`config.mk`:
```
export PLATFORM = sky130hd
export DESIGN_NAME = crypto1_keystream_cipher_flat
export DESIGN_NICKNAME = d
export VERILOG_FILES = /design/src/design/c1ks_pkg.sv /design/src/design/c1ks_in_if.sv /design/src/design/c1ks_out_if.sv /design/src/design/c1ks_apb.sv /design/src/design/c1ks_core.sv /design/src/design/crypto1_keystream_cipher.sv /design/src/flat_wrapper.sv
export SDC_FILE = /design/constraint.sdc
export NUM_CORES = 1
export LEC_CHECK = 0
export BUFFER_PORTS_ARGS = -buffer_cell sky130_fd_sc_hd__buf_2
export CORE_AREA = 5 5 317 319
export DETAILED_ROUTE_END_ITERATION = 7
export DIE_AREA = 0 0 322 324
export PLACE_DENSITY = 0.49
export SKIP_CTS_REPAIR_TIMING = 1
export SLEW_MARGIN = 20
export SYNTH_ARGS = -nofsm -noshare
export SYNTH_HDL_FRONTEND = slang
export SYNTH_SLANG_ARGS = --single-unit
```
`constraint.sdc`:
```
create_clock -name clk_i -period 59.9 [get_ports clk_i]
set_clock_uncertainty 0.1 [all_clocks]
set_input_delay 2.995 -clock clk_i [delete_from_list [all_inputs] [get_ports clk_i]]
set_output_delay 2.995 -clock clk_i [all_outputs]
set_load 0.02 [all_outputs]
```
`src/design/c1ks_pkg.sv`:
```
// ----------------------------------------------------------------------------
// c1ks_pkg
// Types, constants and step functions of the Crypto-1 keystream cipher.
// ----------------------------------------------------------------------------
package c1ks_pkg;

  typedef enum logic [2:0] {
    CMD_LOAD      = 3'd0,
    CMD_FWD_BIT   = 3'd1,
    CMD_FWD_WORD  = 3'd2,
    CMD_BACK_BIT  = 3'd3,
    CMD_BACK_WORD = 3'd4
  } c1ks_cmd_e;

  // register index decoded from paddr
  localparam logic REG_CIPHER_KEY = 1'b0;

  localparam logic [23:0] TAPS_ODD  = 24'h29CE5C;
  localparam logic [23:0] TAPS_EVEN = 24'h870804;
  localparam logic [31:0] FILT_TOP  = 32'hEC57E80A;
  localparam logic [19:0] FILT_A    = 20'hF22C0;
  localparam logic [19:0] FILT_B    = 20'h6C9C0;
  localparam logic [19:0] FILT_C    = 20'h3C8B0;
  localparam logic [19:0] FILT_D    = 20'h1E458;
  localparam logic [19:0] FILT_E    = 20'h0D938;

  typedef struct packed {
    logic [23:0] odd;
    logic [23:0] even;
  } c1ks_state_t;

  typedef struct packed {
    c1ks_state_t st;
    logic        ks;
  } c1ks_step_t;

  typedef struct packed {
    logic [2:0]  cmd;
    logic [31:0] data_in;
    logic        feed_keystream;
  } c1ks_item_t;

  typedef struct packed {
    logic [31:0] keystream;
    logic [47:0] state_as_key;
  } c1ks_result_t;

  // two-level nonlinear filter over 20 bits of the odd half
  function automatic logic filter_out(input logic [23:0] x);
    logic [19:0] a;
    logic [19:0] b;
    logic [19:0] c;
    logic [19:0] d;
    logic [19:0] e;
    logic [4:0]  f;
    a = FILT_A >> x[3:0];
    b = FILT_B >> x[7:4];
    c = FILT_C >> x[11:8];
    d = FILT_D >> x[15:12];
    e = FILT_E >> x[19:16];
    f = {a[4], b[3], c[2], d[1], e[0]};
    return FILT_TOP[f];
  endfunction

  function automatic c1ks_step_t step_fwd(input c1ks_state_t s, input logic inbit,
                                          input logic fb);
    c1ks_step_t r;
    logic       v;
    r.ks     = filter_out(s.odd);
    v        = (r.ks & fb) ^ inbit ^ (^(TAPS_ODD & s.odd)) ^ (^(TAPS_EVEN & s.even));
    r.st.odd  = {s.even[22:0], v};
    r.st.even = s.odd;
    return r;
  endfunction

  function automatic c1ks_step_t step_back(input c1ks_state_t s, input logic inbit,
                                           input logic fb);
    c1ks_step_t r;
    logic       v;
    r.st.odd = s.even;
    r.ks     = filter_out(s.even);
    v        = s.odd[0] ^ (^(TAPS_EVEN & {1'b0, s.odd[23:1]})) ^ (^(TAPS_ODD & s.even))
               ^ inbit ^ (r.ks & fb);
    r.st.even = {v, s.odd[23:1]};
    return r;
  endfunction

  // interleaved key bit order into the register pair
  function automatic c1ks_state_t load_key(input logic [47:0] key);
    c1ks_state_t s;
    for (int j = 0; j < 24; j++) begin
      s.odd[j]  = key[6'(2 * j) ^ 6'd7];
      s.even[j] = key[6'(2 * j + 1) ^ 6'd7];
    end
    return s;
  endfunction

  function automatic logic [47:0] pack_key(input c1ks_state_t s);
    logic [47:0] r;
    for (int k = 0; k < 24; k++) begin
      r[6'(2 * k + 1)] = s.odd[5'(k) ^ 5'd3];
      r[6'(2 * k)]     = s.even[5'(k) ^ 5'd3];
    end
    return r;
  endfunction

endpackage

```
`src/design/c1ks_in_if.sv`:
```
// ----------------------------------------------------------------------------
// c1ks_in_if
// Command channel: valid/ready handshake with command, data and flag.
// ----------------------------------------------------------------------------
interface c1ks_in_if;
  logic        valid;
  logic        ready;
  logic [2:0]  cmd;
  logic [31:0] data_in;
  logic        feed_keystream;

  modport source (output valid, cmd, data_in, feed_keystream, input ready);
  modport sink   (input valid, cmd, data_in, feed_keystream, output ready);
endinterface

```
`src/design/c1ks_out_if.sv`:
```
// ----------------------------------------------------------------------------
// c1ks_out_if
// Result channel: valid/ready handshake with keystream and packed state.
// ----------------------------------------------------------------------------
interface c1ks_out_if;
  logic        valid;
  logic        ready;
  logic [31:0] keystream;
  logic [47:0] state_as_key;

  modport source (output valid, keystream, state_as_key, input ready);
  modport sink   (input valid, keystream, state_as_key, output ready);
endinterface

```
`src/design/c1ks_apb.sv`:
```
// ----------------------------------------------------------------------------
// c1ks_apb
// APB register slave holding the 48-bit cipher key.
// ----------------------------------------------------------------------------
module c1ks_apb (
  input  logic        clk_i,
  input  logic        rst_ni,
  input  logic        psel,
  input  logic        penable,
  input  logic        pwrite,
  input  logic [3:0]  paddr,
  input  logic [63:0] pwdata,
  output logic [63:0] prdata,
  output logic        pready,
  output logic [47:0] key_o
);

  logic [47:0] key_q;
  logic        wr_en;

  assign pready = 1'b1;
  assign wr_en  = psel && penable && pwrite && (paddr[3] == c1ks_pkg::REG_CIPHER_KEY);

  always_ff @(posedge clk_i or negedge rst_ni) begin
    if (!rst_ni) begin
      key_q <= '0;
    end else if (wr_en) begin
      key_q <= pwdata[47:0];
    end
  end

  always_comb begin
    prdata = '0;
    unique case (paddr[3])
      c1ks_pkg::REG_CIPHER_KEY: begin
        prdata = {16'h0000, key_q};
      end
      default: begin
        prdata = '0;
      end
    endcase
  end

  assign key_o = key_q;

endmodule

```
`src/design/c1ks_core.sv`:
```
// ----------------------------------------------------------------------------
// c1ks_core
// Register pair of the Crypto-1 LFSR with the single-pass step logic.
// ----------------------------------------------------------------------------
module c1ks_core (
  input  logic                   clk_i,
  input  logic                   rst_ni,
  input  logic                   en_i,
  input  c1ks_pkg::c1ks_item_t   item_i,
  input  logic [47:0]            key_i,
  output c1ks_pkg::c1ks_result_t res_o
);

  c1ks_pkg::c1ks_state_t state_q;
  c1ks_pkg::c1ks_state_t state_d;
  logic [31:0]           ks;

  always_comb begin
    c1ks_pkg::c1ks_step_t r;
    state_d = state_q;
    ks      = '0;
    r       = '0;
    unique case (item_i.cmd)
      c1ks_pkg::CMD_LOAD: begin
        state_d = c1ks_pkg::load_key(key_i);
      end
      c1ks_pkg::CMD_FWD_BIT: begin
        r       = c1ks_pkg::step_fwd(state_q, item_i.data_in[0], item_i.feed_keystream);
        state_d = r.st;
        ks[0]   = r.ks;
      end
      c1ks_pkg::CMD_FWD_WORD: begin
        // byte-reversed bit order within the word
        for (int i = 0; i < 32; i++) begin
          r = c1ks_pkg::step_fwd(state_d, item_i.data_in[5'(i) ^ 5'd24],
                                 item_i.feed_keystream);
          state_d = r.st;
          ks[5'(i) ^ 5'd24] = r.ks;
        end
      end
      c1ks_pkg::CMD_BACK_BIT: begin
        r       = c1ks_pkg::step_back(state_q, item_i.data_in[0], item_i.feed_keystream);
        state_d = r.st;
        ks[0]   = r.ks;
      end
      c1ks_pkg::CMD_BACK_WORD: begin
        for (int i = 31; i >= 0; i--) begin
          r = c1ks_pkg::step_back(state_d, item_i.data_in[5'(i) ^ 5'd24],
                                  item_i.feed_keystream);
          state_d = r.st;
          ks[5'(i) ^ 5'd24] = r.ks;
        end
      end
      default: begin
        state_d = state_q;
      end
    endcase
  end

  always_ff @(posedge clk_i or negedge rst_ni) begin
    if (!rst_ni) begin
      state_q <= '0;
    end else if (en_i) begin
      state_q <= state_d;
    end
  end

  assign res_o.keystream    = ks;
  assign res_o.state_as_key = c1ks_pkg::pack_key(state_d);

endmodule

```
`src/design/crypto1_keystream_cipher.sv`:
```
// ----------------------------------------------------------------------------
// crypto1_keystream_cipher
// Crypto-1 stream cipher: load, step and roll back the 48-bit LFSR.
// ----------------------------------------------------------------------------
// Commands arrive on in_i (valid/ready); each one gives exactly one result on
// out_o holding the keystream bits and the LFSR packed in key bit order.
// The key is written over the APB port and taken by the load command.
// An accepted command is held in the input register; the step logic then
// updates the register pair and loads the result register when the output
// is free, and that result register drives out_o. One command per cycle is
// sustained while the receiver takes results; a word command runs its 32
// LFSR and filter steps through the unrolled step chain in a single
// combinational pass, which sets the clock period.
// When the receiver stalls, the result register holds and the input register
// still takes one more command; in_i.ready drops only when both are full.
// Reset clears the key, the register pair and both valid flags.
// ----------------------------------------------------------------------------
module crypto1_keystream_cipher (
  input  logic               clk_i,
  input  logic               rst_ni,
  input  logic               psel,
  input  logic               penable,
  input  logic               pwrite,
  input  logic [3:0]         paddr,
  input  logic [63:0]        pwdata,
  output logic [63:0]        prdata,
  output logic               pready,
  c1ks_in_if.sink            in_i,
  c1ks_out_if.source         out_o
);

  logic                   s1_valid_q;
  c1ks_pkg::c1ks_item_t   s1_item_q;
  logic                   out_valid_q;
  c1ks_pkg::c1ks_result_t out_res_q;
  c1ks_pkg::c1ks_result_t core_res;
  c1ks_pkg::c1ks_item_t   in_item;
  logic [47:0]            key;
  logic                   out_free;
  logic                   adv;
  logic                   in_rdy;

  c1ks_apb u_apb (
    .clk_i   (clk_i),
    .rst_ni  (rst_ni),
    .psel    (psel),
    .penable (penable),
    .pwrite  (pwrite),
    .paddr   (paddr),
    .pwdata  (pwdata),
    .prdata  (prdata),
    .pready  (pready),
    .key_o   (key)
  );

  c1ks_core u_core (
    .clk_i  (clk_i),
    .rst_ni (rst_ni),
    .en_i   (adv),
    .item_i (s1_item_q),
    .key_i  (key),
    .res_o  (core_res)
  );

  assign out_free = !out_valid_q || out_o.ready;
  assign adv      = s1_valid_q && out_free;
  assign in_rdy   = !s1_valid_q || adv;

  assign in_item.cmd            = in_i.cmd;
  assign in_item.data_in        = in_i.data_in;
  assign in_item.feed_keystream = in_i.feed_keystream;

  always_ff @(posedge clk_i or negedge rst_ni) begin
    if (!rst_ni) begin
      s1_valid_q  <= 1'b0;
      out_valid_q <= 1'b0;
    end else begin
      if (in_rdy) begin
        s1_valid_q <= in_i.valid;
      end
      if (out_free) begin
        out_valid_q <= s1_valid_q;
      end
    end
  end

  always_ff @(posedge clk_i) begin
    if (in_i.valid && in_rdy) begin
      s1_item_q <= in_item;
    end
    if (adv) begin
      out_res_q <= core_res;
    end
  end

  assign in_i.ready         = in_rdy;
  assign out_o.valid        = out_valid_q;
  assign out_o.keystream    = out_res_q.keystream;
  assign out_o.state_as_key = out_res_q.state_as_key;

endmodule

```
`src/flat_wrapper.sv`:
```
// flat-port wrapper written by rule: the top's interface ports become plain ports
module crypto1_keystream_cipher_flat 
  (clk_i, rst_ni, psel, penable, pwrite, paddr, pwdata, prdata, pready, in_i_valid, in_i_cmd, in_i_data_in, in_i_feed_keystream, in_i_ready, out_o_valid, out_o_keystream, out_o_state_as_key, out_o_ready);
  c1ks_in_if in_i_i ();
  c1ks_out_if out_o_i ();
  input  logic clk_i;
  input  logic rst_ni;
  input  logic psel;
  input  logic penable;
  input  logic pwrite;
  input  logic [3:0] paddr;
  input  logic [63:0] pwdata;
  output logic [63:0] prdata;
  output logic pready;
  input wire logic [$bits(in_i_i.valid)-1:0] in_i_valid;
  input wire logic [$bits(in_i_i.cmd)-1:0] in_i_cmd;
  input wire logic [$bits(in_i_i.data_in)-1:0] in_i_data_in;
  input wire logic [$bits(in_i_i.feed_keystream)-1:0] in_i_feed_keystream;
  output wire logic [$bits(in_i_i.ready)-1:0] in_i_ready;
  output wire logic [$bits(out_o_i.valid)-1:0] out_o_valid;
  output wire logic [$bits(out_o_i.keystream)-1:0] out_o_keystream;
  output wire logic [$bits(out_o_i.state_as_key)-1:0] out_o_state_as_key;
  input wire logic [$bits(out_o_i.ready)-1:0] out_o_ready;
  assign in_i_i.valid = in_i_valid;
  assign in_i_i.cmd = in_i_cmd;
  assign in_i_i.data_in = in_i_data_in;
  assign in_i_i.feed_keystream = in_i_feed_keystream;
  assign in_i_ready = in_i_i.ready;
  assign out_o_valid = out_o_i.valid;
  assign out_o_keystream = out_o_i.keystream;
  assign out_o_state_as_key = out_o_i.state_as_key;
  assign out_o_i.ready = out_o_ready;
  crypto1_keystream_cipher u_core (.clk_i(clk_i), .rst_ni(rst_ni), .psel(psel), .penable(penable), .pwrite(pwrite), .paddr(paddr), .pwdata(pwdata), .prdata(prdata), .pready(pready), .in_i(in_i_i), .out_o(out_o_i));
endmodule
```
==> run summary, run 1 <==
wire per inst -> 29.6 um
Hold WC Path Type -> reg2reg
Reg clk slew, reported paths -> 0.09 ns
clk sinks -> 198
hpwl dp -> 113000 um
global-route usage over all layers -> 26.5%
post-route ant nets -> 0
simple-gate share of the synthesized area -> 11.6%
highest clock rate -> 19.4 MHz
vias in the first global route -> 25300
Post-synth EDFFs -> 100
Placeable Area -> 97600 um^2
crit-path max FO -> 19
layout cells sized above 1 -> 16.2%
io pins -> 258
R2R depth -> 195
initial antenna violation count -> 7
Post-synth ARST share -> 49.5%
syn avg cell area -> 8.44 um^2
clock latency on the worst-skew pair -> 0.55 ns
mux cell area share after synthesis -> 10.0%
global-route wire length before repair -> 197000 um
most used cell, CP -> ha_1
Worst Hold End -> u_core.out_o.valid
Slew Limit Fails -> 0
ys flop type -> edfxtp_1
die width -> 322 um
Sum Neg Setup Slack -> 0 ns
WP data required -> 60.06 ns
port bufs -> 205
data arrival time of the worst path -> 51.83 ns
Clock Tree Root -> clkbuf_16
synth warn -> 0
r2r startpoint -> u_core.u_core.state_q[29]
Final setup viols -> 0
Final #Nets -> 3885
iteration-0 DRC count of the detailed router -> 3798
post-synthesis cell type count -> 107
vias per inst -> 5.71
crit-path max cell delay -> 0.83 ns
Max Cap Violations -> 0
crit start category -> register
pin count of the biggest net entering global routing -> 82
Area growth, synth to finish -> 11.6%
sequential area share after synthesis -> 18.9%
RSZ-0062 raised after global routing -> false
Crit. End Element -> register
routed wire length -> 144000 um
Tmin final -> 51.67 ns
register bit total from synthesis -> 198
Worst slew margin -> 25.5%
Die Height -> 324 um
Reg2Reg Setup Slack -> 8.23 ns
Slew @ Worst Pin -> 1.11 ns
outcome -> complete, no violations
CTS Buffer Depth -> 2
Mapped Area -> 28900 um^2
worst reg2reg endpoint -> u_core.out_o.state_as_key[7]
Hold Vio Cnt, Final -> 0
Final GP Congestion -> 1.04
hold path startpoint -> u_core.s1_valid_q
compound-gate portion of the synthesized area -> 19.9%
drc violations -> 0
Crit-path slowest cell -> a311oi_2
H-tree depth -> 4
remaining global-route overflow -> 0
CTS tree -> done
Die Area -> 104000 um^2
critical path class -> reg2reg
Post-Synthesis Cells -> 3419
DR vias -> 27800
Post-Synth Adder-Cell Area -> 9.24%
DRT Pass-1 Iters -> 7
Initial Util -> 29.6%
final worst path period share -> 86.3%
CTS buffer count -> 17
Rows -> 115
Hold Path Depth -> 1
Post-Synth XOR/XNOR Area -> 24.4%
main combinational cell family by area after synthesis -> XOR/XNOR gates
worst max-delay path by stage:
stage	startpoint	end	slack [ns]	cells after the start
2_1_floorplan	u_core.u_core.state_q[27]	u_core.out_o.state_as_key[7]	18.43	203
3_3_place_gp	u_core.u_core.state_q[29]	u_core.out_o.state_as_key[7]	9.60	195
3_5_place_dp	u_core.u_core.state_q[29]	u_core.out_o.state_as_key[7]	9.26	195
4_1_cts	u_core.u_core.state_q[29]	u_core.out_o.state_as_key[7]	9.10	195
5_1_grt	u_core.u_core.state_q[29]	u_core.out_o.state_as_key[7]	6.37	196
6_report	u_core.u_core.state_q[29]	u_core.out_o.state_as_key[7]	8.23	195
worst max-delay path, delay by kind of cell (launching register included):
family / cells / cell delay [ns]
simple gates: 36 / 6.89
buf+inv: 23 / 5.66
compound gates: 73 / 19.80
fa+ha+maj: 28 / 6.88
mux: 16 / 6.15
flops: 1 / 0.33
xor+xnor: 19 / 5.32
metrics by stage:
step | instance area [um^2] | util (%) | std cells | hold WS [ns] | setup slack [ns]
floorplan | 29000 | - | 3450 | 0.357 | 18.43
global placement | 31500 | 32.3 | 4829 | 0.369 | 9.60
detailed placement | 31500 | 32.3 | 4829 | 0.371 | 9.26
CTS | 32200 | 33.0 | 4861 | 0.391 | 9.10
global route | 32200 | 33.0 | 4861 | 0.404 | 6.37
finish | 32200 | 33.0 | 4864 | 0.384 | 8.23
per-layer routing:
layer,track usage (%),share of wire [%],vias to the layer above
met5,0,0.0063,-
met4,12.5,5.4,2
met3,6.56,11,288
met2,39.9,42,1575
met1,35.8,42,13600
li1,-,-,12300
state kept, by name (all words and copies together) (netlist names):
register                   count
u_core.out_o.keystream        32
u_core.s1_item_q              36
u_core.out_o.valid             1
u_core.u_core.state_q         48
u_core.u_apb.key_o            48
u_core.out_o.state_as_key     32
u_core.s1_valid_q              1
cell families (layout without fill, tap and decap cells):
kind of cell,after synthesis,after routing
flops,198,198
mux,226,226
fa+ha+maj,213,213
buf+inv,406,530
xor+xnor,768,768
other cells,2,36
compound gates,882,882
simple gates,724,724
layout make-up:
cell class / instances / area [um^2]
clock inverters: 15 / 210
repair buffers: 334 / 2000
inverters: 164 / 618
well taps: 1287 / 1610
fillers: 10500 / 65400
clock buffers: 17 / 425
multi-input cells: 2846 / 21900
diodes: 3 / 7.51
flip-flops and latches: 198 / 5460
placed cells by master, fill, tap and decap left out, drive strengths merged, types with 16 or more instances in the layout:
cell type  instances
edfxtp           100
inv              167
o21ai            226
mux4              40
or2               17
o31ai             18
nand2            258
mux2i            103
a31oi             49
clkbuf            17
xor2              86
conb              33
buf              334
o22ai             48
o211ai            48
nor2b             58
nand2b            23
ha               213
a21o              17
nor3              26
a211oi            35
a221oi            21
nor2             214
o22a              27
a21oi            227
nand3             46
o21a              32
mux2              83
xnor2            671
and2              16
a22oi             19
dfrtp             98
synth_stat cells (all sizes together) (16+ instances only):
cell	number	area [um^2]
a211oi	35	275
a21o	17	128
a21oi	227	1140
a221oi	21	184
a22oi	19	143
a31oi	49	313
and2	16	100
buf	104	579
clkbuf	138	519
dfrtp	98	2450
edfxtp	100	3000
ha	213	2670
inv	156	586
mux2	83	938
mux2i	103	1050
mux4	40	901
nand2	258	976
nand2b	23	151
nand3	46	230
nor2	214	806
nor2b	58	363
nor3	26	130
o211ai	48	365
o21a	32	240
o21ai	226	1130
o22a	27	236
o22ai	48	339
o31ai	18	145
or2	17	106
xnor2	671	6000
xor2	86	791
Power of run 1 is not shown: default switching activity piles up to over one toggle a cycle in this logic, so the estimate is an artifact.
==> run 2, diff against run 1 <==
--- a/config.mk
+++ b/config.mk
@@ -10,6 +10,7 @@
 export DETAILED_ROUTE_END_ITERATION = 7
 export DIE_AREA = 0 0 322 324
 export PLACE_DENSITY = 0.49
+export REMOVE_ABC_BUFFERS = 1
 export SKIP_CTS_REPAIR_TIMING = 1
 export SLEW_MARGIN = 20
 export SYNTH_ARGS = -nofsm -noshare
==> run 2 against run 1 <==
Worst hold slack improved by 0.015 ns. Setup slack improved by 0.98 ns. Sequential cell count did not move. Core utilization barely moved. Cell count barely moved. Register-to-register slack improved by 0.98 ns. Critical path depth fell by 1. Maximum frequency rose by 1.9%. Global-route usage fell by 0.30 points. Cell area barely moved.
==> run summary, run 2 (synthesized netlist as in run 1, its figures left out) <==
outcome -> complete, no violations
hold path startpoint -> u_core.s1_valid_q
remaining global-route overflow -> 0
routed wire length -> 142000 um
clock latency on the worst-skew pair -> 0.54 ns
crit-path max cell delay -> 0.68 ns
Final setup viols -> 0
Die Height -> 324 um
post-route ant nets -> 0
layout cells sized above 1 -> 16.2%
crit-path max FO -> 19
crit start category -> register
worst path buffer plus inverter count -> 22
critical path depth -> 194
port bufs -> 205
DRT Pass-1 Iters -> 5
critical path class -> reg2reg
Tmin final -> 50.69 ns
worst reg2reg endpoint -> u_core.out_o.state_as_key[7]
initial antenna violation count -> 3
highest clock rate -> 19.7 MHz
most used cell, CP -> ha_1
Crit. End Element -> register
global-route wire length before repair -> 195000 um
post-place setup slack -> 10.17 ns
iteration-0 DRC count of the detailed router -> 3711
vias in the first global route -> 24900
Hold Path Depth -> 1
CTS tree -> done
DR vias -> 27600
final worst path period share -> 84.6%
Area growth, synth to finish -> 11.5%
pin count of the biggest net entering global routing -> 58
CTS Buffer Depth -> 2
Hold Vio Cnt, Final -> 0
Rows -> 115
hpwl dp -> 111000 um
Crit-path slowest cell -> a311oi_2
Worst slew margin -> 20.5%
die width -> 322 um
data arrival time of the worst path -> 50.84 ns
drc violations -> 0
Hold WC Path Type -> reg2reg
CP top delay family -> compound AO/OA/AOI/OAI gates
Max Cap Violations -> 0
Final GP Congestion -> 1.02
setup ws final -> 9.21 ns
Placeable Area -> 97600 um^2
Sum Neg Setup Slack -> 0 ns
WP data required -> 60.05 ns
io pins -> 258
CTS buffer count -> 17
clk sinks -> 198
Slew @ Worst Pin -> 1.17 ns
Clock Tree Root -> clkbuf_16
crit path launch -> u_core.u_core.state_q[29]
vias per inst -> 5.67
r2r startpoint -> u_core.u_core.state_q[29]
most frequent cells in the layout -> xnor2_1, nand2_1, a21oi_1
Initial Util -> 29.6%
Slew Limit Fails -> 0
Finished Layout Cells -> 4861
Die Area -> 104000 um^2
R2R depth -> 194
commonest non-fill, non-tap cell in the layout -> xnor2_1
H-tree depth -> 4
global-route usage over all layers -> 26.2%
Reg clk slew, reported paths -> 0.11 ns
Final #Nets -> 3884
CP endpoint -> u_core.out_o.state_as_key[7]
Reg2Reg Setup Slack -> 9.21 ns
RSZ-0062 raised after global routing -> false
Post-Place Cells -> 4828
wire per inst -> 29.3 um
run 2: cell type report:
cell class / instances / area [um^2]
clock inverters: 14 / 171
inverters: 164 / 618
clock buffers: 18 / 450
diodes: 1 / 2.50
flip-flops and latches: 198 / 5460
multi-input cells: 2846 / 21900
well taps: 1287 / 1610
fillers: 10300 / 65400
repair buffers: 333 / 1990
run 2: how the worst min path moves through the flow:
stage | end | slack [ns]
floorplan | u_core.out_o.valid | 0.36
global placement | u_core.out_o.valid | 0.38
detailed placement | u_core.out_o.valid | 0.39
CTS | u_core.out_o.valid | 0.40
global route | u_core.out_o.valid | 0.42
finish | u_core.out_o.valid | 0.40
run 2: routing by layer:
metal | up-vias | share of wire [%] | GRT usage [%]
met3 | 323 | 9.7 | 5.36
met4 | 0 | 5.7 | 12.4
met1 | 13400 | 41 | 35.1
met5 | - | 0 | 0
li1 | 12300 | - | -
met2 | 1583 | 43 | 40.7
run 2: per-stage QoR:
step / hold slack, ns / area, um^2 / utilization, %
5_1_grt: 0.420 / 32200 / 33.0
4_1_cts: 0.399 / 32200 / 33.0
2_1_floorplan: 0.357 / 27900 / -
6_report: 0.399 / 32200 / 33.0
3_5_place_dp: 0.390 / 31500 / 32.3
3_3_place_gp: 0.376 / 31500 / 32.3
Power of run 2 is left out for the same reason.
